==> src/hw/rtl/pidec_pkg.sv <==
// pidec_pkg: shared types, codes and channel expansion for the palette index decoder
// no dependencies; imported by the front, queue, back, top and checker rtl files
package pidec_pkg;

	localparam int PALETTE_ENTRIES_DEF = 256;
	localparam int IDX_W               = 8;
	localparam int WORD_W              = 16;
	localparam int CH_W                = 8;
	localparam int QUEUE_DEPTH         = 4;
	localparam int PADDR_W             = 3;
	localparam int PDATA_W             = 32;

	localparam logic OP_LOAD  = 1'b0;
	localparam logic OP_PIXEL = 1'b1;

	localparam logic CI_MODE_4     = 1'b0;
	localparam logic CI_MODE_8     = 1'b1;
	localparam logic CI_MODE_RESET = CI_MODE_8;

	localparam logic [0:0] REG_CI_MODE = 1'b0;

	typedef struct packed {
		logic              is_load;
		logic              in_range;
		logic [IDX_W-1:0]  index;
		logic [WORD_W-1:0] word;
		logic              run_last;
		logic              frame_last;
	} qentry_t;

	typedef struct packed {
		logic [CH_W-1:0] red;
		logic [CH_W-1:0] green;
		logic [CH_W-1:0] blue;
		logic [CH_W-1:0] alpha;
	} pixel_t;

	// floor(v*255/31) as 8v plus a small step correction
	function automatic logic [CH_W-1:0] widen5(input logic [4:0] v);
		logic [2:0] corr;
		corr = 3'd0;
		if (v >= 5'd5)  corr = 3'd1;
		if (v >= 5'd9)  corr = 3'd2;
		if (v >= 5'd14) corr = 3'd3;
		if (v >= 5'd18) corr = 3'd4;
		if (v >= 5'd23) corr = 3'd5;
		if (v >= 5'd27) corr = 3'd6;
		if (v == 5'd31) corr = 3'd7;
		return {v, 3'b000} + CH_W'(corr);
	endfunction

	function automatic pixel_t expand(input logic [WORD_W-1:0] w);
		pixel_t p;
		p.red   = widen5(w[15:11]);
		p.green = widen5(w[10:6]);
		p.blue  = widen5(w[5:1]);
		p.alpha = w[0] ? 8'hFF : 8'h00;
		return p;
	endfunction

endpackage

==> src/hw/rtl/pidec_if.sv <==
// pidec_in_if / pidec_out_if: valid-ready channels for input items and result pixels
// no dependencies
interface pidec_in_if;
	logic       valid;
	logic       ready;
	logic       operation;
	logic [7:0] entry_index;
	logic [15:0] entry_word;
	logic [7:0] pixel_byte;
	logic       frame_end;

	modport source(output valid, operation, entry_index, entry_word, pixel_byte, frame_end,
		input ready);
	modport sink(input valid, operation, entry_index, entry_word, pixel_byte, frame_end,
		output ready);
endinterface


==> src/hw/rtl/pidec_front.sv <==
// pidec_front: accepts input beats, classifies them and splits ci4 bytes into two lookups
// depends on pidec_pkg and pidec_in_if
module pidec_front #(
	parameter int PALETTE_ENTRIES = pidec_pkg::PALETTE_ENTRIES_DEF
) (
	input  logic              clk,
	input  logic              arst_n,
	input  logic              ci_mode,
	pidec_in_if.sink          pix_in,
	output logic              push_valid,
	input  logic              push_ready,
	output pidec_pkg::qentry_t push_data
);
	import pidec_pkg::*;

	logic    pend_q;
	qentry_t pend_entry_q;
	qentry_t in_entry;
	logic    in_acc;
	logic    split;

	function automatic logic in_store(input logic [IDX_W-1:0] idx);
		return {1'b0, idx} < (IDX_W+1)'(PALETTE_ENTRIES);
	endfunction

	always_comb begin
		in_entry = '0;
		if (pix_in.operation == OP_LOAD) begin
			in_entry.is_load  = 1'b1;
			in_entry.index    = pix_in.entry_index;
			in_entry.word     = pix_in.entry_word;
			in_entry.in_range = in_store(pix_in.entry_index);
		end else if (ci_mode == CI_MODE_8) begin
			in_entry.index      = pix_in.pixel_byte;
			in_entry.in_range   = in_store(pix_in.pixel_byte);
			in_entry.run_last   = 1'b1;
			in_entry.frame_last = pix_in.frame_end;
		end else begin
			in_entry.index    = {4'h0, pix_in.pixel_byte[7:4]};
			in_entry.in_range = in_store({4'h0, pix_in.pixel_byte[7:4]});
		end
	end

	assign pix_in.ready = !pend_q && push_ready;
	assign in_acc       = pix_in.valid && pix_in.ready;
	assign split        = in_acc && (pix_in.operation == OP_PIXEL) && (ci_mode == CI_MODE_4);
	assign push_valid   = pend_q || pix_in.valid;
	assign push_data    = pend_q ? pend_entry_q : in_entry;

	always_ff @(posedge clk or negedge arst_n) begin
		if (!arst_n) begin
			pend_q <= 1'b0;
		end else if (split) begin
			pend_q <= 1'b1;
		end else if (pend_q && push_ready) begin
			pend_q <= 1'b0;
		end
	end

	// low nibble waits here for its slot in the queue
	always_ff @(posedge clk) begin
		if (split) begin
			pend_entry_q.is_load    <= 1'b0;
			pend_entry_q.index      <= {4'h0, pix_in.pixel_byte[3:0]};
			pend_entry_q.in_range   <= in_store({4'h0, pix_in.pixel_byte[3:0]});
			pend_entry_q.word       <= '0;
			pend_entry_q.run_last   <= 1'b1;
			pend_entry_q.frame_last <= pix_in.frame_end;
		end
	end

endmodule

==> src/flat_wrapper.sv <==
// flat-port wrapper written by rule: the top's interface ports become plain ports
module pidec_front_flat import pidec_pkg::*;
#(
	parameter int PALETTE_ENTRIES = pidec_pkg::PALETTE_ENTRIES_DEF
)
  (clk, arst_n, ci_mode, push_valid, push_ready, push_data, pix_in_valid, pix_in_operation, pix_in_entry_index, pix_in_entry_word, pix_in_pixel_byte, pix_in_frame_end, pix_in_ready);
  pidec_in_if pix_in_i ();
  input  logic clk;
  input  logic arst_n;
  input  logic ci_mode;
  output logic push_valid;
  input  logic push_ready;
  output pidec_pkg::qentry_t push_data;
  input wire logic [$bits(pix_in_i.valid)-1:0] pix_in_valid;
  input wire logic [$bits(pix_in_i.operation)-1:0] pix_in_operation;
  input wire logic [$bits(pix_in_i.entry_index)-1:0] pix_in_entry_index;
  input wire logic [$bits(pix_in_i.entry_word)-1:0] pix_in_entry_word;
  input wire logic [$bits(pix_in_i.pixel_byte)-1:0] pix_in_pixel_byte;
  input wire logic [$bits(pix_in_i.frame_end)-1:0] pix_in_frame_end;
  output wire logic [$bits(pix_in_i.ready)-1:0] pix_in_ready;
  assign pix_in_i.valid = pix_in_valid;
  assign pix_in_i.operation = pix_in_operation;
  assign pix_in_i.entry_index = pix_in_entry_index;
  assign pix_in_i.entry_word = pix_in_entry_word;
  assign pix_in_i.pixel_byte = pix_in_pixel_byte;
  assign pix_in_i.frame_end = pix_in_frame_end;
  assign pix_in_ready = pix_in_i.ready;
  pidec_front #(.PALETTE_ENTRIES(PALETTE_ENTRIES)) u_core (.clk(clk), .arst_n(arst_n), .ci_mode(ci_mode), .pix_in(pix_in_i), .push_valid(push_valid), .push_ready(push_ready), .push_data(push_data));
endmodule
==> config.mk <==
export PLATFORM = sky130hd
export DESIGN_NAME = pidec_front_flat
export DESIGN_NICKNAME = d
export VERILOG_FILES = /design/src/hw/rtl/pidec_pkg.sv /design/src/hw/rtl/pidec_if.sv /design/src/hw/rtl/pidec_front.sv /design/src/flat_wrapper.sv
export SDC_FILE = /design/constraint.sdc
export NUM_CORES = 1
export LEC_CHECK = 0
export ABC_AREA = 1
export BUFFER_PORTS_ARGS = -buffer_cell sky130_fd_sc_hd__buf_2
export CORE_MARGIN = 1
export CORE_UTILIZATION = 34
export CTS_BUF_LIST = sky130_fd_sc_hd__clkbuf_4
export CTS_CLUSTER_DIAMETER = 200
export DETAILED_ROUTE_END_ITERATION = 8
export HOLD_SLACK_MARGIN = 0.05
export PLACE_DENSITY_LB_ADDON = 0.3
export SETUP_SLACK_MARGIN = 0.05
export SYNTH_ARGS = -nofsm -noshare
export SYNTH_HDL_FRONTEND = slang
export SYNTH_SLANG_ARGS = --single-unit
==> constraint.sdc <==
create_clock -name clk -period 3.8 [get_ports clk]
set_clock_uncertainty 0.1 [all_clocks]
set_input_delay 0.95 -clock clk [delete_from_list [all_inputs] [get_ports clk]]
set_output_delay 0.95 -clock clk [all_outputs]
set_load 0.03 [all_outputs]
======== Word-level counts from Yosys, hierarchy flattened ========
Index checks and enable logic that the tools add are counted.
storage, ports and cells
  input bits .............................. 39
  word-level logic and storage cells ...... 21
  register bits after elaboration ......... 6
  output and inout port bits .............. 30
operators by class
  mux-type cells .......................... 9
  reduce and logical (&&, ||, !) cells .... 8
  bitwise operators ....................... 1
operators with widths
  cell                number
  2-to-1 mux 28 bit   1
  2-to-1 mux 16 bit   1
  2-to-1 mux 8 bit    2
  logical AND 1 bit   5
  2-to-1 mux 2 bit    2
  2-to-1 mux 1 bit    3
  nonzero test 2 bit  1
  logical NOT 1 bit   1
  logical OR 1 bit    1
  inverter 1 bit      1

======== Longest topological paths before layout ========
Gate-level depths: netlist of the first run.
  depth in word-level cells ............... 6
  depth in mapped cells ................... 6
  depth with buffers taken out ............ 5

======== Worst setup path after synthesis of the first run ========
Ideal clock, no wire load.
  path type ............................... input -> output
  from .................................... input port pix_in_operation
  to ...................................... output port push_data[18] (netlist bit)
  arrival time ............................ 1.641 ns
  required time ........................... 2.750 ns
  buffers on the path ..................... 1
  slack ................................... 1.109 ns
  cell stages on the path ................. 6
  path through ............................ inv_2 buf_6 nand2_1 nand2_1 nor2_1 nor2_1
RTL lines
  element      RTL line            source
  from (decl)  flat_wrapper.sv:15  input wire logic [$bits(pix_in_i.operation)-1:0] pix_in_operation;
  to (decl)    flat_wrapper.sv:13  output pidec_pkg::qentry_t push_data;

==> metrics.cfg, run 1 <==
[routing]
drt-total-wl_um=1730
ant_nets=0
vias=866
via_per_inst=4.40
wl_per_cell_um=8.78
post-route-drc-count=0
drtPass1Iterations=4
drtIter0Drc=26

[finish]
final_cell_mix=67 x buf_2, 42 x nand2_1, 29 x nor2_1
areaGrowthSynthToFinish_pct=52.7
final_core_util_pct=55.7
finish.instance_area_um2=961
drive_above_1_share_pct=45.3
layout.cells.most_common=buf_2
fill_cells=183
final_nets=212
diodes=0

[setup_path]
cpMostUsedCell=nand2_1
path_buf_inv=4
critPathSlowestCell=inv_2
reg2reg_from=u_core.pend_q
cpPeakStageDelay_ns=0.26
r2r-end=u_core.pend_entry_q[0]
path_class=input port to output port
crit_family=buffers and inverters
reg2reg_depth=3
required_ns=2.75
cp_max_fo=21
worstPathArrival_ns=1.90
path_cells=buf_2, inv_2, nand2_1, inv_1, nand2_1, nand2_1, buf_2
endpoint_kind=output port
rrSetupSlack_ns=2.11
crit_path_start_kind=input port

[sta]
relSlewSlack_pct=58.4
worstMarginPinSlew_ns=0.624
setup_tns_ns=0
holdWs_ns=0.373
slew_viol_final=0
finalWorstPathRequiredPeriod_ns=2.95
fin_crit_sh_pct=77.7
hold_viol=0
max_freq_mhz=339
rsz0062_at_grt=no
setup_violations=0

[global_route]
antenna_found_initial=0
first_global_vias=603
grt_max_degree=22
grtUsageTotal_pct=15.4
grt_first_pass_wirelength_um=2340
grt_overflow=0

[die]
io_pins=69
dieArea_um2=2030
coreArea_um2=1730
chipWidth_um=45.0
placementRows=15
die_y_um=45.0
start_util_pct=36.4

[clock_tree]
ctsHoldBuffers=0
tritoncts=built
cts_resized=0
cts_num_sinks=6
cts_root_buf=clkbuf_4
insertion_delay_ns=0.24
clockBufferDepth=2
htreeDepth=1
clk_transition_reported_paths_ns=0.04
cts_setup_buffers=0
numCtsBuffers=3

[logic_synthesis]
ys_seq_area_share_pct=27.8
synth_cells=108
synthesis.area_um2=629
synth_warnings=0
ys_types=17
syn_area_per_cell_um2=5.83
synthesis.nets=147
synth_seq_cells=6

[hold_path]
hp-class=input port to asynchronous set/reset pin

[placed_design]
io_buffer_count=67
place_congestion=0.743
place_area_um2=931
dp_hpwl_um=1420

[power_and_ir_drop]
power_density_nw_per_um2=292
ir_drop_mv=0.260
p_leak_nw=0.628

[run]
cap_violations=0

[status]
status=finished, final reports clean

[Yosys cell counts]
| cell | instances | area, um2 |
|---|---|---|
| nand2_1 | 42 | 158 |
| nor2_1 | 29 | 109 |
| nand3_1 | 12 | 60.1 |
| edfxtp_1 | 5 | 150 |
| buf_6 | 4 | 45.0 |
| inv_2 | 3 | 11.3 |
| buf_4 | 2 | 15.0 |
| inv_1 | 2 | 7.51 |
| buf_2 | 1 | 5.00 |
| clkinv_2 | 1 | 5.00 |
| conb_1 | 1 | 3.75 |
| dfrtp_1 | 1 | 25.0 |
| nand2_2 | 1 | 6.26 |
| nor2_4 | 1 | 11.3 |
| o21ai_1 | 1 | 5.00 |
| o22ai_1 | 1 | 6.26 |
| or2_2 | 1 | 6.26 |
[report_power, final]
part / switching, W / internal, W / total (W)
combinational: 0.0000891 / 0.0000428 / 0.000132
sequential: 0.00000368 / 0.0000733 / 0.0000770
clock: 0.0000244 / 0.0000470 / 0.0000713
total: 0.000117 / 0.000163 / 0.000280
[metal layers]
metal / share of wire (%) / track usage, %
met2: 48 / 25.2
met5: 0 / 0
met3: 9.5 / 6.80
met4: 0 / 0
met1: 42 / 20.1
[kinds of logic after synthesis]
logic type	share of synthesized area [%]
AO/OA/AOI/OAI	1.79
buffers and inverters	14.1
flip-flops	27.8
other	0.596
AND/OR/NAND/NOR	55.7
[registers in the layout (all words and copies together), names as in the netlist]
register             cells
u_core.pend_q            1
u_core.pend_entry_q      5
[how the worst max path moves through the flow]
stage / slack, ns / end / from / cells after the start
floorplan: 1.11 / push_data[18] / pix_in_operation / 6
global placement: 0.88 / push_data[24] / pix_in_operation / 7
detailed placement: 0.85 / push_data[24] / pix_in_operation / 7
CTS: 0.85 / push_data[24] / pix_in_operation / 7
global route: 0.73 / push_data[25] / pix_in_operation / 7
finish: 0.85 / push_data[24] / pix_in_operation / 7
[final cells by class]
type | count | area (um2) | area share, %
Multi-Input combinational cell | 89 | 365 | 38.0
Timing Repair Buffer | 67 | 335 | 34.9
Sequential cell | 6 | 175 | 18.2
Tap cell | 25 | 31.3 | 3.26
Clock buffer | 4 | 30.0 | 3.12
Inverter | 6 | 23.8 | 2.47
[stage by stage]
step	setup WS (ns)	std cells	power, W
2_1_floorplan	1.11	108	0.000169
3_3_place_gp	0.878	193	0.000210
3_5_place_dp	0.854	193	0.000211
4_1_cts	0.847	197	0.000283
5_1_grt	0.725	197	0.000298
6_report	0.849	197	0.000280
Power figures use the tool's default switching activity.
==> run 2: changes to the inputs <==
--- a/config.mk
+++ b/config.mk
@@ -5,10 +5,10 @@
 export SDC_FILE = /design/constraint.sdc
 export NUM_CORES = 1
 export LEC_CHECK = 0
-export ABC_AREA = 1
+export ABC_AREA = 0
 export BUFFER_PORTS_ARGS = -buffer_cell sky130_fd_sc_hd__buf_2
 export CORE_MARGIN = 1
-export CORE_UTILIZATION = 34
+export CORE_UTILIZATION = 33
 export CTS_BUF_LIST = sky130_fd_sc_hd__clkbuf_4
 export CTS_CLUSTER_DIAMETER = 200
 export DETAILED_ROUTE_END_ITERATION = 8
==> constraint.sdc (replaced) <==
create_clock -name clk -period 2.9 [get_ports clk]
set_clock_uncertainty 0.1 [all_clocks]
set_input_delay 0.725 -clock clk [delete_from_list [all_inputs] [get_ports clk]]
set_output_delay 0.725 -clock clk [all_outputs]
set_load 0.03 [all_outputs]
==> run 2 against run 1 <==
Compared with the run above:
- count of clock-buffer cells in the layout did not move
- synthesized area fell by 11%
- sequential share of layout area rose by 0.98 points
- worst setup slack got worse by 0.42 ns
- critical endpoint is now push_data[10]
- combinational power rose by 24%
- sequential power rose by 29%
- non-clock buffer count did not move
- largest power group unchanged
- core utilization rose by 3.5 points
- synthesized cell count fell by 35%
- global-route usage rose by 1.4 points
- register-to-register slack got worse by 0.84 ns
==> metrics.cfg, run 2 <==
[status]
status=finished, final reports clean

[clock_tree]
cts_root_buf=clkbuf_4
cts_setup_buffers=0
cts_resized=0
numCtsBuffers=3
ctsHoldBuffers=0
insertion_delay_ns=0.24
cts_num_sinks=6
clk_transition_reported_paths_ns=0.05
htreeDepth=1
tritoncts=built
clockBufferDepth=2

[logic_synthesis]
ys_seq_area_share_pct=31.1
ys_types=22
synth_top_area_share_pct=26.7
synth-edff-count=5
synthesis.nets=109
synth-main-ff-cell=edfxtp_1
synth_cells=70
synth_top_cells_by_count=16 x and2_1, 7 x nand2_1
yosys.cell_count.top_type=and2_1
async_flop_share_pct=16.7
synthesis.area_um2=563
synth_top_cells_by_area=edfxtp_1 27%, and2_1 18%, mux2i_1 7.1%
syn_area_per_cell_um2=8.04
yosys.area.top_type=edfxtp_1
synth_warnings=0
synth_seq_cells=6

[finish]
final_cell_mix=67 x buf_2, 16 x and2_1, 7 x nand2_1
fin_cells=152
largest_reg_flops=5
fill_cells=168
areaGrowthSynthToFinish_pct=62.0
drive_above_1_share_pct=54.4
top_register=u_core.pend_entry_q
diodes=0
final_nets=176
layout.cells.most_common=buf_2
reg.largest.list=u_core.pend_entry_q (5), u_core.pend_q (1)
finish.instance_area_um2=912

[die]
chipWidth_um=43.3
die_y_um=43.3
io_pins=69
placementRows=14
coreArea_um2=1540
start_util_pct=36.5
dieArea_um2=1880

[global_route]
grtUsageTotal_pct=16.9
grt_overflow=0
grt_first_pass_wirelength_um=2450
antenna_found_initial=0
first_global_vias=590
grt_max_degree=18

[sta]
finalWorstPathRequiredPeriod_ns=2.48
slew_viol_final=0
setup_violations=0
hold_viol=0
setup_tns_ns=0
max_freq_mhz=404
rsz0062_at_grt=no
fin_crit_sh_pct=85.4

[placed_design]
place_area_um2=882
dp.cells=148
dp_hpwl_um=1280
io_buffer_count=67
place_congestion=0.702

[setup_path]
required_ns=2.08
reg2reg_depth=2
crit_path_start_kind=input port
endpoint_kind=output port
path_class=input port to output port
cp_max_fo=17
worstPathArrival_ns=1.65

[routing]
post-route-drc-count=0
ant_nets=0
via_per_inst=4.66
drtPass1Iterations=3
vias=708
drtIter0Drc=7
wl_per_cell_um=10.4
drt-total-wl_um=1580

[power_and_ir_drop]
p_leak_nw=0.519
ir_drop_mv=0.302
power_density_nw_per_um2=393
power.total_w=0.000358

[hold_path]
hp-class=input port to asynchronous set/reset pin

[run]
cap_violations=0

-- run 2: cell count changes after synthesis, sizes merged, moves of 2 or more --
cell    delta
o221ai     +4
and2      +16
nand2b     +5
mux2i      +4
nor2      -29
buf        -2
a21oi      +4
nand2     -36
nand3      -7
-- run 2: layout make-up --
class                   count  area (um2)  share of cell area (%)
well taps                  16        20.0                    2.19
multi-input cells          53         327                    35.8
inverters                   6        25.0                    2.74
repair buffers             67         335                    36.8
flip-flops and latches      6         175                    19.2
clock buffers               4        30.0                    3.29
-- run 2: worst paths after layout --
check / slack (ns) / end / start
min reg2reg: 0.70 / u_core.pend_q / u_core.pend_q
max reg2reg: 1.27 / u_core.pend_entry_q[21] / u_core.pend_q
min in group clk: 0.57 / u_core.pend_entry_q[20] / pix_in_pixel_byte[2]
max in group asynchronous: 2.47 / u_core.pend_q / arst_n
min: 0.15 / u_core.pend_q / arst_n
max: 0.42 / push_data[10] / pix_in_operation
-- run 2: through the flow --
step | hold WS, ns | util (%) | worst slack, ns
global route | 0.128 | 59.2 | 0.352
detailed placement | 0.403 | 57.2 | 0.414
finish | 0.148 | 59.2 | 0.424
CTS | 0.134 | 59.2 | 0.413
global placement | 0.405 | 57.2 | 0.466
floorplan | 0.329 | - | 0.439
-- run 2: routing by layer --
| layer | wire, um | GRT usage, % | up-vias |
|---|---|---|---|
| met5 | 0 | 0 | - |
| met1 | 631 | 19.7 | 299 |
| met2 | 774 | 29.3 | 43 |
| met3 | 177 | 5.11 | 0 |
| met4 | 0 | 5.45 | 0 |
| li1 | - | - | 366 |
-- run 2: logic make-up (layout without fill, tap and decap cells) --
family          count (synthesis)  after routing  share of synthesized area [%]
simple gates                   38             38                           38.4
mux                             4              4                           7.11
compound gates                 10             10                           11.8
other cells                     1              1                          0.666
flops                           6              6                           31.1
buf+inv                        11             77                           10.9
-- run 2: report_power, final --
group	switching (W)	internal [W]
combinational	0.000105	0.0000596
clock	0.0000326	0.0000616
sequential	0.00000355	0.0000960
-- run 2: worst max-delay path, cell delays in order --
cell and delay, ns:
buf_2 0.17, or2_4 0.30, inv_4 0.12, and2_1 0.14, buf_2 0.19
