$ cat src/hw/rtl/pidec_pkg.sv
// pidec_pkg: shared types, codes and channel expansion for the palette index decoder
// no dependencies; imported by the front, queue, back, top and checker rtl files
package pidec_pkg;

	localparam int PALETTE_ENTRIES_DEF = 256;
	localparam int IDX_W               = 8;
	localparam int WORD_W              = 16;
	localparam int CH_W                = 8;
	localparam int QUEUE_DEPTH         = 4;
	localparam int PADDR_W             = 3;
	localparam int PDATA_W             = 32;

	localparam logic OP_LOAD  = 1'b0;
	localparam logic OP_PIXEL = 1'b1;

	localparam logic CI_MODE_4     = 1'b0;
	localparam logic CI_MODE_8     = 1'b1;
	localparam logic CI_MODE_RESET = CI_MODE_8;

	localparam logic [0:0] REG_CI_MODE = 1'b0;

	typedef struct packed {
		logic              is_load;
		logic              in_range;
		logic [IDX_W-1:0]  index;
		logic [WORD_W-1:0] word;
		logic              run_last;
		logic              frame_last;
	} qentry_t;

	typedef struct packed {
		logic [CH_W-1:0] red;
		logic [CH_W-1:0] green;
		logic [CH_W-1:0] blue;
		logic [CH_W-1:0] alpha;
	} pixel_t;

	// floor(v*255/31) as 8v plus a small step correction
	function automatic logic [CH_W-1:0] widen5(input logic [4:0] v);
		logic [2:0] corr;
		corr = 3'd0;
		if (v >= 5'd5)  corr = 3'd1;
		if (v >= 5'd9)  corr = 3'd2;
		if (v >= 5'd14) corr = 3'd3;
		if (v >= 5'd18) corr = 3'd4;
		if (v >= 5'd23) corr = 3'd5;
		if (v >= 5'd27) corr = 3'd6;
		if (v == 5'd31) corr = 3'd7;
		return {v, 3'b000} + CH_W'(corr);
	endfunction

	function automatic pixel_t expand(input logic [WORD_W-1:0] w);
		pixel_t p;
		p.red   = widen5(w[15:11]);
		p.green = widen5(w[10:6]);
		p.blue  = widen5(w[5:1]);
		p.alpha = w[0] ? 8'hFF : 8'h00;
		return p;
	endfunction

endpackage

$ cat src/hw/rtl/pidec_queue.sv
// pidec_queue: short fifo of classified entries between front and back
// depends on pidec_pkg
module pidec_queue (
	input  logic               clk,
	input  logic               arst_n,
	input  logic               push_valid,
	output logic               push_ready,
	input  pidec_pkg::qentry_t push_data,
	output logic               pop_valid,
	input  logic               pop_ready,
	output pidec_pkg::qentry_t pop_data
);
	import pidec_pkg::*;

	localparam int PW = (QUEUE_DEPTH > 1) ? $clog2(QUEUE_DEPTH) : 1;
	localparam int CW = $clog2(QUEUE_DEPTH + 1);

	qentry_t         slot_q [QUEUE_DEPTH];
	logic [PW-1:0]   wptr_q;
	logic [PW-1:0]   rptr_q;
	logic [CW-1:0]   count_q;
	logic            push;
	logic            pop;

	assign push_ready = count_q != CW'(QUEUE_DEPTH);
	assign pop_valid  = count_q != '0;
	assign pop_data   = slot_q[rptr_q];
	assign push       = push_valid && push_ready;
	assign pop        = pop_valid && pop_ready;

	function automatic logic [PW-1:0] bump(input logic [PW-1:0] p);
		return (p == PW'(QUEUE_DEPTH - 1)) ? '0 : p + PW'(1);
	endfunction

	always_ff @(posedge clk or negedge arst_n) begin
		if (!arst_n) begin
			wptr_q  <= '0;
			rptr_q  <= '0;
			count_q <= '0;
		end else begin
			if (push) wptr_q <= bump(wptr_q);
			if (pop)  rptr_q <= bump(rptr_q);
			if (push && !pop) begin
				count_q <= count_q + CW'(1);
			end else if (pop && !push) begin
				count_q <= count_q - CW'(1);
			end
		end
	end

	always_ff @(posedge clk) begin
		if (push) slot_q[wptr_q] <= push_data;
	end

endmodule

$ cat config.mk
export PLATFORM = sky130hd
export DESIGN_NAME = pidec_queue
export DESIGN_NICKNAME = d
export VERILOG_FILES = /design/src/hw/rtl/pidec_pkg.sv /design/src/hw/rtl/pidec_queue.sv
export SDC_FILE = /design/constraint.sdc
export NUM_CORES = 1
export LEC_CHECK = 0
export BUFFER_PORTS_ARGS = -buffer_cell sky130_fd_sc_hd__clkbuf_2
export CAP_MARGIN = 20
export CORE_MARGIN = 4
export CORE_UTILIZATION = 40
export CTS_CLUSTER_DIAMETER = 40
export DETAILED_ROUTE_END_ITERATION = 8
export SLEW_MARGIN = 20
export SYNTH_ARGS = -nofsm -noshare
export SYNTH_HDL_FRONTEND = slang
export SYNTH_SLANG_ARGS = --single-unit
$ cat constraint.sdc
create_clock -name clk -period 2.6 [get_ports clk]
set_input_delay 0 -clock clk [delete_from_list [all_inputs] [get_ports clk]]
set_output_delay 0 -clock clk [all_outputs]
set_load 0.03 [all_outputs]
# Word level (Yosys, flattened, before mapping)

Memory sizes are Yosys's and may differ from the RTL's.
Index checks and enable logic that the tools add are counted.

Order comparisons: 0
Add/sub/neg operators: 4
Divide/modulo/power cells: 0
Bitwise gates (word level): 0
Mux-type cells: 6
Reduce and logical (&&, ||, !) cells: 8
Eq/ne operators: 3
Multiply operators: 0
Shifts and indexed selects: 0

Operators with widths:

| operator              | number |
|---|---|
| $mux W3               | 2 |
| $add A2 B1 Y2 const B | 2 |
| $eq A2 B2 Y1 const B  | 2 |
| $logic_and A1 B1 Y1   | 4 |
| $mux W2               | 2 |
| $add A3 B1 Y3 const B | 1 |
| $ne A3 B3 Y1 const B  | 1 |
| $reduce_bool A3 Y1    | 1 |
| $sub A3 B1 Y3 const B | 1 |
| $logic_not A1 Y1      | 2 |
| $mux W1               | 2 |
| $reduce_bool A2 Y1    | 1 |

Register bits: 7
Memory bits (writable): 112
Bits of input ports: 32
Memories: 1
Memory bits (read-only): 0
Bits in latches: 0
Logic and storage cells: 25

Memories:

| memory | depth | bits a word | rd ports | clocked after Yosys merged registers in | write ports | RTL line          | text |
|---|---|---|---|---|---|---|---|
| slot_q | 4     | 28          | 1        | 0                                       | 1           | pidec_queue.sv:18 | `qentry_t slot_q [QUEUE_DEPTH];` |

# Longest topological paths before layout

Gate-level depths: netlist of the first run.

Depth after elaboration: 6
Depth in mapped cells: 8
Depth with buffers taken out: 8

# Least setup slack after synthesis of the first run

OpenSTA, ideal clock, no wires.

Path type: register to register
Start: register count_q[1]
End: register count_q[2]
Clock period less this slack: 2.220 ns
Cell stages (with the launch flop): 9
Arrival: 2.141 ns
Setup time: 0.079 ns
Slack: 0.380 ns
Required time: 2.521 ns
Buffers on the path: 0
Path through: dfrtp_1 or3_2 nand2_1 ha_1 inv_1 fa_1 xor2_1 nor2_1 xor2_1

Word-level cells in the longest chain between the ends: 5
Elaborated cells between the ends (all ways): 13
Classes of those cells: add/sub: 2; eq/ne: 1; mux: 2; reduce/logical: 8

Ends and longest elaborated chain:

| item                                                 | RTL line          | text |
|---|---|---|
| start, declared                                      | pidec_queue.sv:21 | `logic [CW-1:0] count_q;` |
| start signal, assigned                               | pidec_queue.sv:44 | `count_q <= count_q + CW'(1);` |
| start signal, assigned                               | pidec_queue.sv:46 | `count_q <= count_q - CW'(1);` |
| $reduce_bool A3 Y1 *                                 | pidec_queue.sv:26 | `assign pop_valid = count_q != '0;` |
| via pop_valid                                        | pidec_queue.sv:9  | `output logic pop_valid,` |
| $logic_and A1 B1 Y1 *                                | pidec_queue.sv:29 | `assign pop = pop_valid && pop_ready;` |
| $logic_not A1 Y1                                     | pidec_queue.sv:43 | `if (push && !pop) begin` |
| $logic_and A1 B1 Y1                                  | pidec_queue.sv:43 |  |
| $mux W3 / $reduce_bool A2 Y1 (equally long branches) | n/a               |  |

Mark *: on every way through the listed nets, which the timed path passes. The rest lies on a longest branch. The select of a mux whose other input is x is not followed.
A chain may end at the register's enable or synchronous reset.

==> impl_metrics.csv, run 1 <==
group,metric,value,unit
global_routing,grt_remaining_overflow,0,
run_status,status,"finished, final reports clean",
final_layout,antenna_cells,0,
setup_path,crit_family,"flip-flops",
route,drt_wl_total,7819,um
route,drt-initial-drc-count,69,
clock_network,clk_latency,0.50,ns
route,drc,0,
clock_network,cts_max_path_buffers,2,
floorplanning,die-area,12920,um2
setup_path,crit_fanout,19,
timing,fin_skew,0.009769,ns
timing,period_minus_slack,2.266,ns
final_layout,layout.nets,329,
logic_synthesis,synth_area_leaders,"edfxtp_1 75%, mux4_2 14%, dfrtp_1 3.9%, ha_1 1.7%, mux2_2 0.76%",
final_layout,area_delta_synth_final,30.84,%
setup_path,startpoint_type,"register",
clock_network,cts_tree,"yes",
logic_synthesis,synth_warnings,0,
global_routing,grt_max_degree,29,
placement,gp_congestion,0.7658,
floorplanning,core,10890,um2
power,finalPower,7.219,mW
floorplanning,rows,38,
logic_synthesis,syn-num-nets,221,
global_routing,grt_use_total,13.08,%
floorplanning,die_h,113.7,um
timing,slew_viol_final,0,
clock_network,cts_setup_buffers,0,
setup_path,cpMaxStageDelayCell,"dfrtp_2",
logic_synthesis,synth_top_family_by_area,"multiplexers",
global_routing,antenna_found_initial,0,
setup_path,crit_type,"register to output pin",
floorplanning,die_x,113.7,um
final_layout,multi_input_area,888.4,um2
timing,worst_slew_pin_slew,0.7776,ns
logic_synthesis,synth_compound_area_share,0,%
setup_path,slowest_delay,0.78,ns
logic_synthesis,synth_xor_area_share,0.5882,%
timing,fin_tns_setup,0,ns
timing,setup_viol,0,
logic_synthesis,synthMuxAreaShare,15.55,%
route,avgViaCountPerCell,4.833,
clock_network,cts_sinks,119,
logic_synthesis,yosysUniqueCellTypes,18,
timing,slew-limit-headroom,48.16,%
global_routing,first_global_vias,2393,
setup_path,regToRegSetupSlack,0.36,ns
clock_network,cts_htree_levels,4,
final_layout,seq_area,3540,um2
run,cap_violations,0,
clock_network,path_clk_slew,0.06,ns
timing,rsz0062_at_grt,"no",
placement,io_buffers,61,
power,p_per_area,1235,nW/um2
logic_synthesis,synth.largest_area_cell,"edfxtp_1",
logic_synthesis,syn_area,4467,um2
timing,fmax,0.4413,GHz
setup_path,cp_num_buf_inv,2,
route,vias,2141,
logic_synthesis,synthDominantCellAreaShare,75.29,%
floorplanning,io_pins,62,
hold_path,hp-class,"primary input to register",
logic_synthesis,postSynthAreaPerCell,24.54,um2
power,p_leak,2.108,nW
final_layout,fillers,875,
clock_network,cts_root_buf,"clkbuf_8",
logic_synthesis,yosys.area_share.simple,1.625,%
clock_network,cts_buffers,17,
setup_path,crit_required,2.60,ns
final_layout,final_area,5844,um2
placement,hpwl,4542,um
route,wl_per_cell,17.65,um
logic_synthesis,synthAdderAreaFrac,2.129,%
timing,fin_crit_sh,87.16,%
logic_synthesis,postSynthCellCount,182,
power,peakVddDrop,0.7989,mV
route,drt_pass1_iterations,4,
placement,placed_cell_area,4947,um2
floorplanning,start_util,41.03,%
final_layout,drive_above_1_share,43.89,%
global_routing,grt_pass1_wl,12430,um
logic_synthesis,yosys_register_bits,119,
setup_path,critPathArrivalTime,2.27,ns
final_layout,utilization,53.68,%
timing,hold_violations,0,
route,drtAntennaViolNets,0,
logic_synthesis,ys_seq_area_share,79.22,%
setup_path,path_cells,"buf_12 > mux4_2 > clkbuf_2",
setup_path,cp-end-kind,"output pin",
==> synth_stat cells <==
cell type,n
dfrtp_1,7
mux2_4,2
mux2_2,3
fa_1,1
ha_1,6
and2_4,1
xnor2_1,1
nand2_1,1
and3_2,4
mux4_2,28
nor2_1,3
or3b_4,1
buf_2,5
clkbuf_1,1
xor2_1,2
inv_1,3
edfxtp_1,112
or3_2,1
==> cell type report <==
type / instances / area share, %
timing repair buffer: 95 / 11.18
sequential: 119 / 60.57
tap: 140 / 2.997
multi-input combinational: 54 / 15.20
clock buffer: 18 / 7.151
inverter: 3 / 0.1927
clock inverter: 14 / 2.719
==> cell families after synthesis <==
| family | Yosys count |
|---|---|
| xor+xnor | 3 |
| fa+ha+maj | 7 |
| buf+inv | 9 |
| flops | 119 |
| mux | 33 |
| simple gates | 11 |
==> layer usage <==
layer  part of all wire (%)  up-vias  wire length, um  global-route usage (%)
met5                      0        -                0                       0
met4                   0.37        0               29                   4.087
met3                    5.2        2              404                   4.987
met2                     52       51             4064                   22.07
met1                     42     1101             3320                   15.60
li1                       -      987                -                       -
==> state kept, by name, indices dropped and copies added, names as in the netlist <==
register  cells
rptr_q        2
wptr_q        2
count_q       3
slot_q      112
==> final timing paths <==
kind | startpoint | to | cells after the start
setup / recovery | rptr_q[0]$_DFFE_PN0P_ | pop_data[23] | 3
hold / removal | push_data[12] | slot_q[0][12]$_DFFE_PP_ | 2
setup reg to reg | count_q[1]$_DFFE_PN0P_ | count_q[2]$_DFFE_PN0P_ | 8
hold reg to reg | count_q[2]$_DFFE_PN0P_ | count_q[2]$_DFFE_PN0P_ | 1
max in group asynchronous | arst_n | rptr_q[0]$_DFFE_PN0P_ | 3
min in group asynchronous | arst_n | wptr_q[0]$_DFFE_PN0P_ | 3
==> cells in the final DEF, fill, tap and decap left out, drive strengths merged <==
cell / instances
and2: 1
and3: 4
buf: 2
bufinv: 3
clkbuf: 79
clkinv: 9
clkinvlp: 2
dfrtp: 7
dlygate4sd3: 32
edfxtp: 112
fa: 1
ha: 6
inv: 3
mux2: 5
mux4: 28
nand2: 1
nor2: 3
or3: 1
or3b: 1
xnor2: 1
xor2: 2
==> stage by stage <==
step                std cells  hold slack [ns]  setup WS, ns
floorplan                 182          -0.2956        0.3803
global placement          379          -0.1506        0.4305
detailed placement        379          -0.1489        0.4045
CTS                       443           0.2295        0.2398
global route              443           0.2388        0.1724
finish                    443           0.2606        0.3338
==> timing repair <==
action	in CTS	in global routing
endpoints found under the hold margin	124	0
hold buffers	32	0
resized for setup	0	0
==> power by group <==
group	internal, mW	switching [mW]	total (mW)
Clock	1.45	0.782	2.23
Sequential	2.55	0.215	2.77
Combinational	0.892	1.33	2.22
Total	4.89	2.33	7.22
No activity file was read; power rests on OpenSTA's default activity.
==> run 2, diff against run 1 <==
--- a/constraint.sdc
+++ b/constraint.sdc
@@ -3,2 +3,2 @@
 set_output_delay 0 -clock clk [all_outputs]
-set_load 0.03 [all_outputs]
+set_load 0.005 [all_outputs]
==> impl_metrics.csv, run 2 (synthesis results as in run 1) <==
group,metric,value,unit
final_layout,top_register,"slot_q",
power,peakVddDrop,1.082,mV
clock_network,cts_sinks,119,
route,vias,2107,
setup_path,critPathArrivalTime,2.69,ns
floorplanning,rows,38,
final_layout,final_area,5823,um2
global_routing,grt_use_total,13.00,%
setup_path,crit_required,3.01,ns
floorplanning,die_x,113.7,um
final_layout,final_cell_mix,"112 x edfxtp_1, 61 x clkbuf_2, 32 x dlygate4sd3_1",
clock_network,cts_setup_buffers,0,
final_layout,area_delta_synth_final,30.36,%
route,drt_wl_total,7786,um
timing,slew_viol_final,0,
timing,setup_viol,0,
placement,pre_cts_slack,0.3879,ns
clock_network,cts_htree_levels,4,
setup_path,crit_type,"register to register",
route,avgViaCountPerCell,4.778,
global_routing,grt_pass1_wl,12120,um
timing,hold_violations,0,
placement,placed_cells,379,
timing,worst_slew_pin_slew,0.8042,ns
timing,setup_ws,0.3189,ns
timing,fin_crit_sh,87.74,%
run,cap_violations,0,
power,p_leak,2.101,nW
placement,gp_congestion,0.7529,
timing,fin_hold_ws,0.2736,ns
route,drt-initial-drc-count,66,
clock_network,hold_buffers,32,
clock_network,path_clk_slew,0.06,ns
floorplanning,die-area,12920,um2
route,drt_pass1_iterations,4,
final_layout,largest_reg_flops,112,
setup_path,crit_fanout,4,
clock_network,cts_resized,0,
final_layout,final_cells,441,
global_routing,grt_remaining_overflow,0,
route,wl_per_cell,17.66,um
timing,slew-limit-headroom,46.39,%
floorplanning,start_util,41.03,%
global_routing,antenna_found_initial,0,
placement,io_buffers,61,
final_layout,antenna_cells,0,
timing,period_minus_slack,2.281,ns
global_routing,first_global_vias,2330,
floorplanning,die_h,113.7,um
clock_network,cts_max_path_buffers,2,
global_routing,met2_usage,22.07,%
timing,fmax,0.4384,GHz
setup_path,cp-end-kind,"register",
hold_path,hp-class,"primary input to register",
timing,rsz0062_at_grt,"no",
run_status,status,"finished, final reports clean",
global_routing,grt_busiest_layer,"met2",
placement,placed_cell_area,4947,um2
floorplanning,io_pins,62,
final_layout,drive_above_1_share,43.19,%
floorplanning,core,10890,um2
final_layout,layout_commonest_cell,"edfxtp_1",
power,p_per_area,1132,nW/um2
setup_path,startpoint_type,"register",
global_routing,grt_use_met1,15.35,%
final_layout,top_regs,"slot_q: 112 flops, count_q: 3 flops",
global_routing,met3_usage,4.509,%
route,drc,0,
final_layout,utilization,53.48,%
global_routing,grt_max_degree,29,
clock_network,cts_buffers,17,
placement,hpwl,4417,um
timing,fin_skew,0.008266,ns
clock_network,cts_tree,"yes",
power,finalPower,6.594,mW
clock_network,clk_latency,0.49,ns
clock_network,cts_root_buf,"clkbuf_8",
route,drtAntennaViolNets,0,
final_layout,layout.nets,329,
timing,fin_tns_setup,0,ns
[run 2: cell count changes in the layout (fill, tap and decap cells not counted), sizes merged]
cell,previous run,this run
clkinvlp,2,1
clkinv,9,7
clkbuf,79,80
[run 2: final cells by class]
| type | count | area [um2] |
|---|---|---|
| Clock inverter | 11 | 133.9 |
| Inverter | 3 | 11.26 |
| Tap cell | 140 | 175.2 |
| Clock buffer | 19 | 421.7 |
| Fill cell | 848 | 5065 |
| Sequential cell | 119 | 3540 |
| Timing Repair Buffer | 95 | 653.1 |
| Multi-Input combinational cell | 54 | 888.4 |
[run 2: routing by layer]
layer,up-vias,wire length [um]
met2,50,4136
met5,-,0
met1,1071,3263
met3,4,349
met4,0,37
li1,982,-
[run 2: critical path, cell delays in order, from the launching register on]
cell and delay [ns]:
dfrtp_1 0.44, or3_2 0.51, nand2_1 0.15, ha_1 0.20, inv_1 0.06, fa_1 0.39
xor2_1 0.18, nor2_1 0.11, xor2_1 0.16
[run 2: report_power, final]
part	internal, mW	switching, mW	leakage [nW]
Clock	1.43	0.737	0.272
Sequential	2.55	0.162	1.11
Combinational	0.892	0.814	0.722
[run 2: worst paths after layout]
check                                        from  slack [ns]  cells past startpoint                endpoint
setup reg to reg           count_q[1]$_DFFE_PN0P_        0.32                      8  count_q[2]$_DFFE_PN0P_
setup / recovery           count_q[1]$_DFFE_PN0P_        0.32                      8  count_q[2]$_DFFE_PN0P_
min in group asynchronous                  arst_n        0.45                      3   wptr_q[1]$_DFFE_PN0P_
hold reg to reg            count_q[2]$_DFFE_PN0P_        0.50                      1  count_q[2]$_DFFE_PN0P_
max in group asynchronous                  arst_n        1.88                      3   rptr_q[0]$_DFFE_PN0P_
hold / removal                       push_data[7]        0.27                      2  slot_q[2][7]$_DFFE_PP_
==> run 3, diff against run 2 <==
- CORE_ASPECT_RATIO: not set -> 2
==> impl_metrics.csv, run 3 (synthesis results as in run 1) <==
group,metric,value,unit
setup_path,cp-end-kind,"register",
clock_network,cts_max_path_buffers,2,
floorplanning,io_pins,62,
clock_network,cts_tree,"yes",
setup_path,startpoint_type,"register",
setup_path,cp_common_cell,"xor2_1",
clock_network,path_clk_slew,0.05,ns
global_routing,grt_remaining_overflow,0,
setup_path,crit_required,2.93,ns
timing,fin_crit_sh,85.12,%
final_layout,top_register,"slot_q",
setup_path,slowest_delay,0.49,ns
power,p_leak,2.082,nW
floorplanning,core,10950,um2
placement,gp_congestion,0.6853,
route,vias,2154,
timing,setup_viol,0,
timing,fmax,0.4518,GHz
floorplanning,start_util,40.81,%
timing,hold_violations,0,
final_layout,top_regs,"slot_q: 112 flops, count_q: 3 flops",
clock_network,cts_htree_levels,4,
timing,slew_viol_final,0,
timing,rsz0062_at_grt,"no",
final_layout,antenna_cells,0,
route,avgViaCountPerCell,4.873,
floorplanning,die_h,157.4,um
global_routing,grt_pass1_wl,12320,um
global_routing,first_global_vias,2381,
timing,fin_skew,0.005808,ns
final_layout,area_delta_synth_final,29.78,%
route,drt_pass1_iterations,4,
clock_network,cts_root_buf,"clkbuf_16",
timing,slew-limit-headroom,48.44,%
setup_path,path_cells,"or3_2 > nand2_1 > ha_1 > inv_1 > fa_1 > xor2_1 > nor2_1 > xor2_1",
final_layout,layout.nets,328,
placement,hpwl,4950,um
hold_path,hp-class,"primary input to register",
route,drt_wl_total,7830,um
clock_network,clk_latency,0.40,ns
run_status,status,"finished, final reports clean",
timing,period_minus_slack,2.213,ns
run,cap_violations,0,
final_layout,final_cell_mix,"112 x edfxtp_1, 61 x clkbuf_2, 31 x dlygate4sd3_1",
timing,worst_slew_pin_slew,0.7734,ns
floorplanning,die_x,82.72,um
floorplanning,die-area,13020,um2
power,peakVddDrop,0.7455,mV
placement,io_buffers,61,
clock_network,cts_sinks,119,
route,drc,0,
global_routing,grt_use_total,13.54,%
final_layout,drive_above_1_share,44.04,%
final_layout,largest_reg_flops,112,
floorplanning,rows,54,
global_routing,antenna_found_initial,0,
route,drt-initial-drc-count,70,
power,p_per_area,1117,nW/um2
setup_path,critPathArrivalTime,2.54,ns
global_routing,grt_max_degree,29,
clock_network,cts_buffers,17,
route,wl_per_cell,17.71,um
route,drtAntennaViolNets,0,
setup_path,crit_fanout,4,
power,finalPower,6.477,mW
timing,fin_tns_setup,0,ns
setup_path,crit_type,"register to register",
final_layout,layout_commonest_cell,"edfxtp_1",
setup_path,cpMaxStageDelayCell,"or3_2",
-- run 3: final cells by class --
cell class,count,area [um2]
Clock buffer,17,425.4
Clock inverter,15,113.9
Fill cell,902,5149
Inverter,3,11.26
Multi-Input combinational cell,54,888.4
Sequential cell,119,3540
Tap cell,140,175.2
Timing Repair Buffer,94,643.1
-- run 3: critical path: cells and delay by family (launching register included) --
| kind | cells | cell delay (ns) |
|---|---|---|
| XOR/XNOR | 2 | 0.32 |
| adder cells (fa/ha/maj) | 2 | 0.58 |
| buffers and inverters | 1 | 0.06 |
| flip-flops | 1 | 0.44 |
| AND/OR/NAND/NOR | 3 | 0.75 |
-- run 3: path summary, 6_finish.rpt --
kind                                         from  cells past startpoint                      to  slack [ns]
max                        count_q[0]$_DFFE_PN0P_                      8  count_q[2]$_DFFE_PN0P_        0.39
min                                    push_valid                      3   wptr_q[1]$_DFFE_PN0P_        0.06
max reg2reg                count_q[0]$_DFFE_PN0P_                      8  count_q[2]$_DFFE_PN0P_        0.39
min reg2reg                count_q[2]$_DFFE_PN0P_                      1  count_q[2]$_DFFE_PN0P_        0.48
max in group asynchronous                  arst_n                      3   rptr_q[0]$_DFFE_PN0P_        1.77
min in group asynchronous                  arst_n                      3   wptr_q[1]$_DFFE_PN0P_        0.57
-- run 3: where the power goes --
group          total, mW  switching (mW)  internal, mW  leakage, nW
Clock               2.07           0.783          1.29        0.257
Combinational       1.65           0.757         0.889        0.718
Sequential          2.76           0.203          2.55         1.11
Total               6.48            1.74          4.73         2.08
-- run 3: metal layers --
layer  routed length [um]  part of all wire, %  GRT usage, %  vias to the layer above
met5                    0                    0             0                        -
met4                  182                  2.3         7.015                        0
met3                  317                  4.0         4.238                       12
met2                 4475                   57         23.35                       52
met1                 2855                   36         14.42                     1111
li1                     -                    -             -                      979
-- run 3: timing repair --
action	CTS	global route
hold buffers	31	0
gates resized for setup	0	0
endpoints found under the setup margin	0	0
endpoints found under the hold margin	121	0
buffers inserted	0	0
-- run 3: per-stage QoR --
| stage | setup WS (ns) | util, % | instance area [um2] | hold WS [ns] | std cells |
|---|---|---|---|---|---|
| 2_1_floorplan | 0.5127 | - | 4467 | -0.2956 | 182 |
| 3_5_place_dp | 0.4037 | 45.20 | 4947 | -0.1405 | 379 |
| 5_1_grt | 0.2291 | 52.96 | 5797 | 0.06991 | 442 |
| 3_3_place_gp | 0.4529 | 45.20 | 4947 | -0.1471 | 379 |
| 4_1_cts | 0.3854 | 52.96 | 5797 | 0.04366 | 442 |
| 6_report | 0.3868 | 52.96 | 5797 | 0.05663 | 442 |
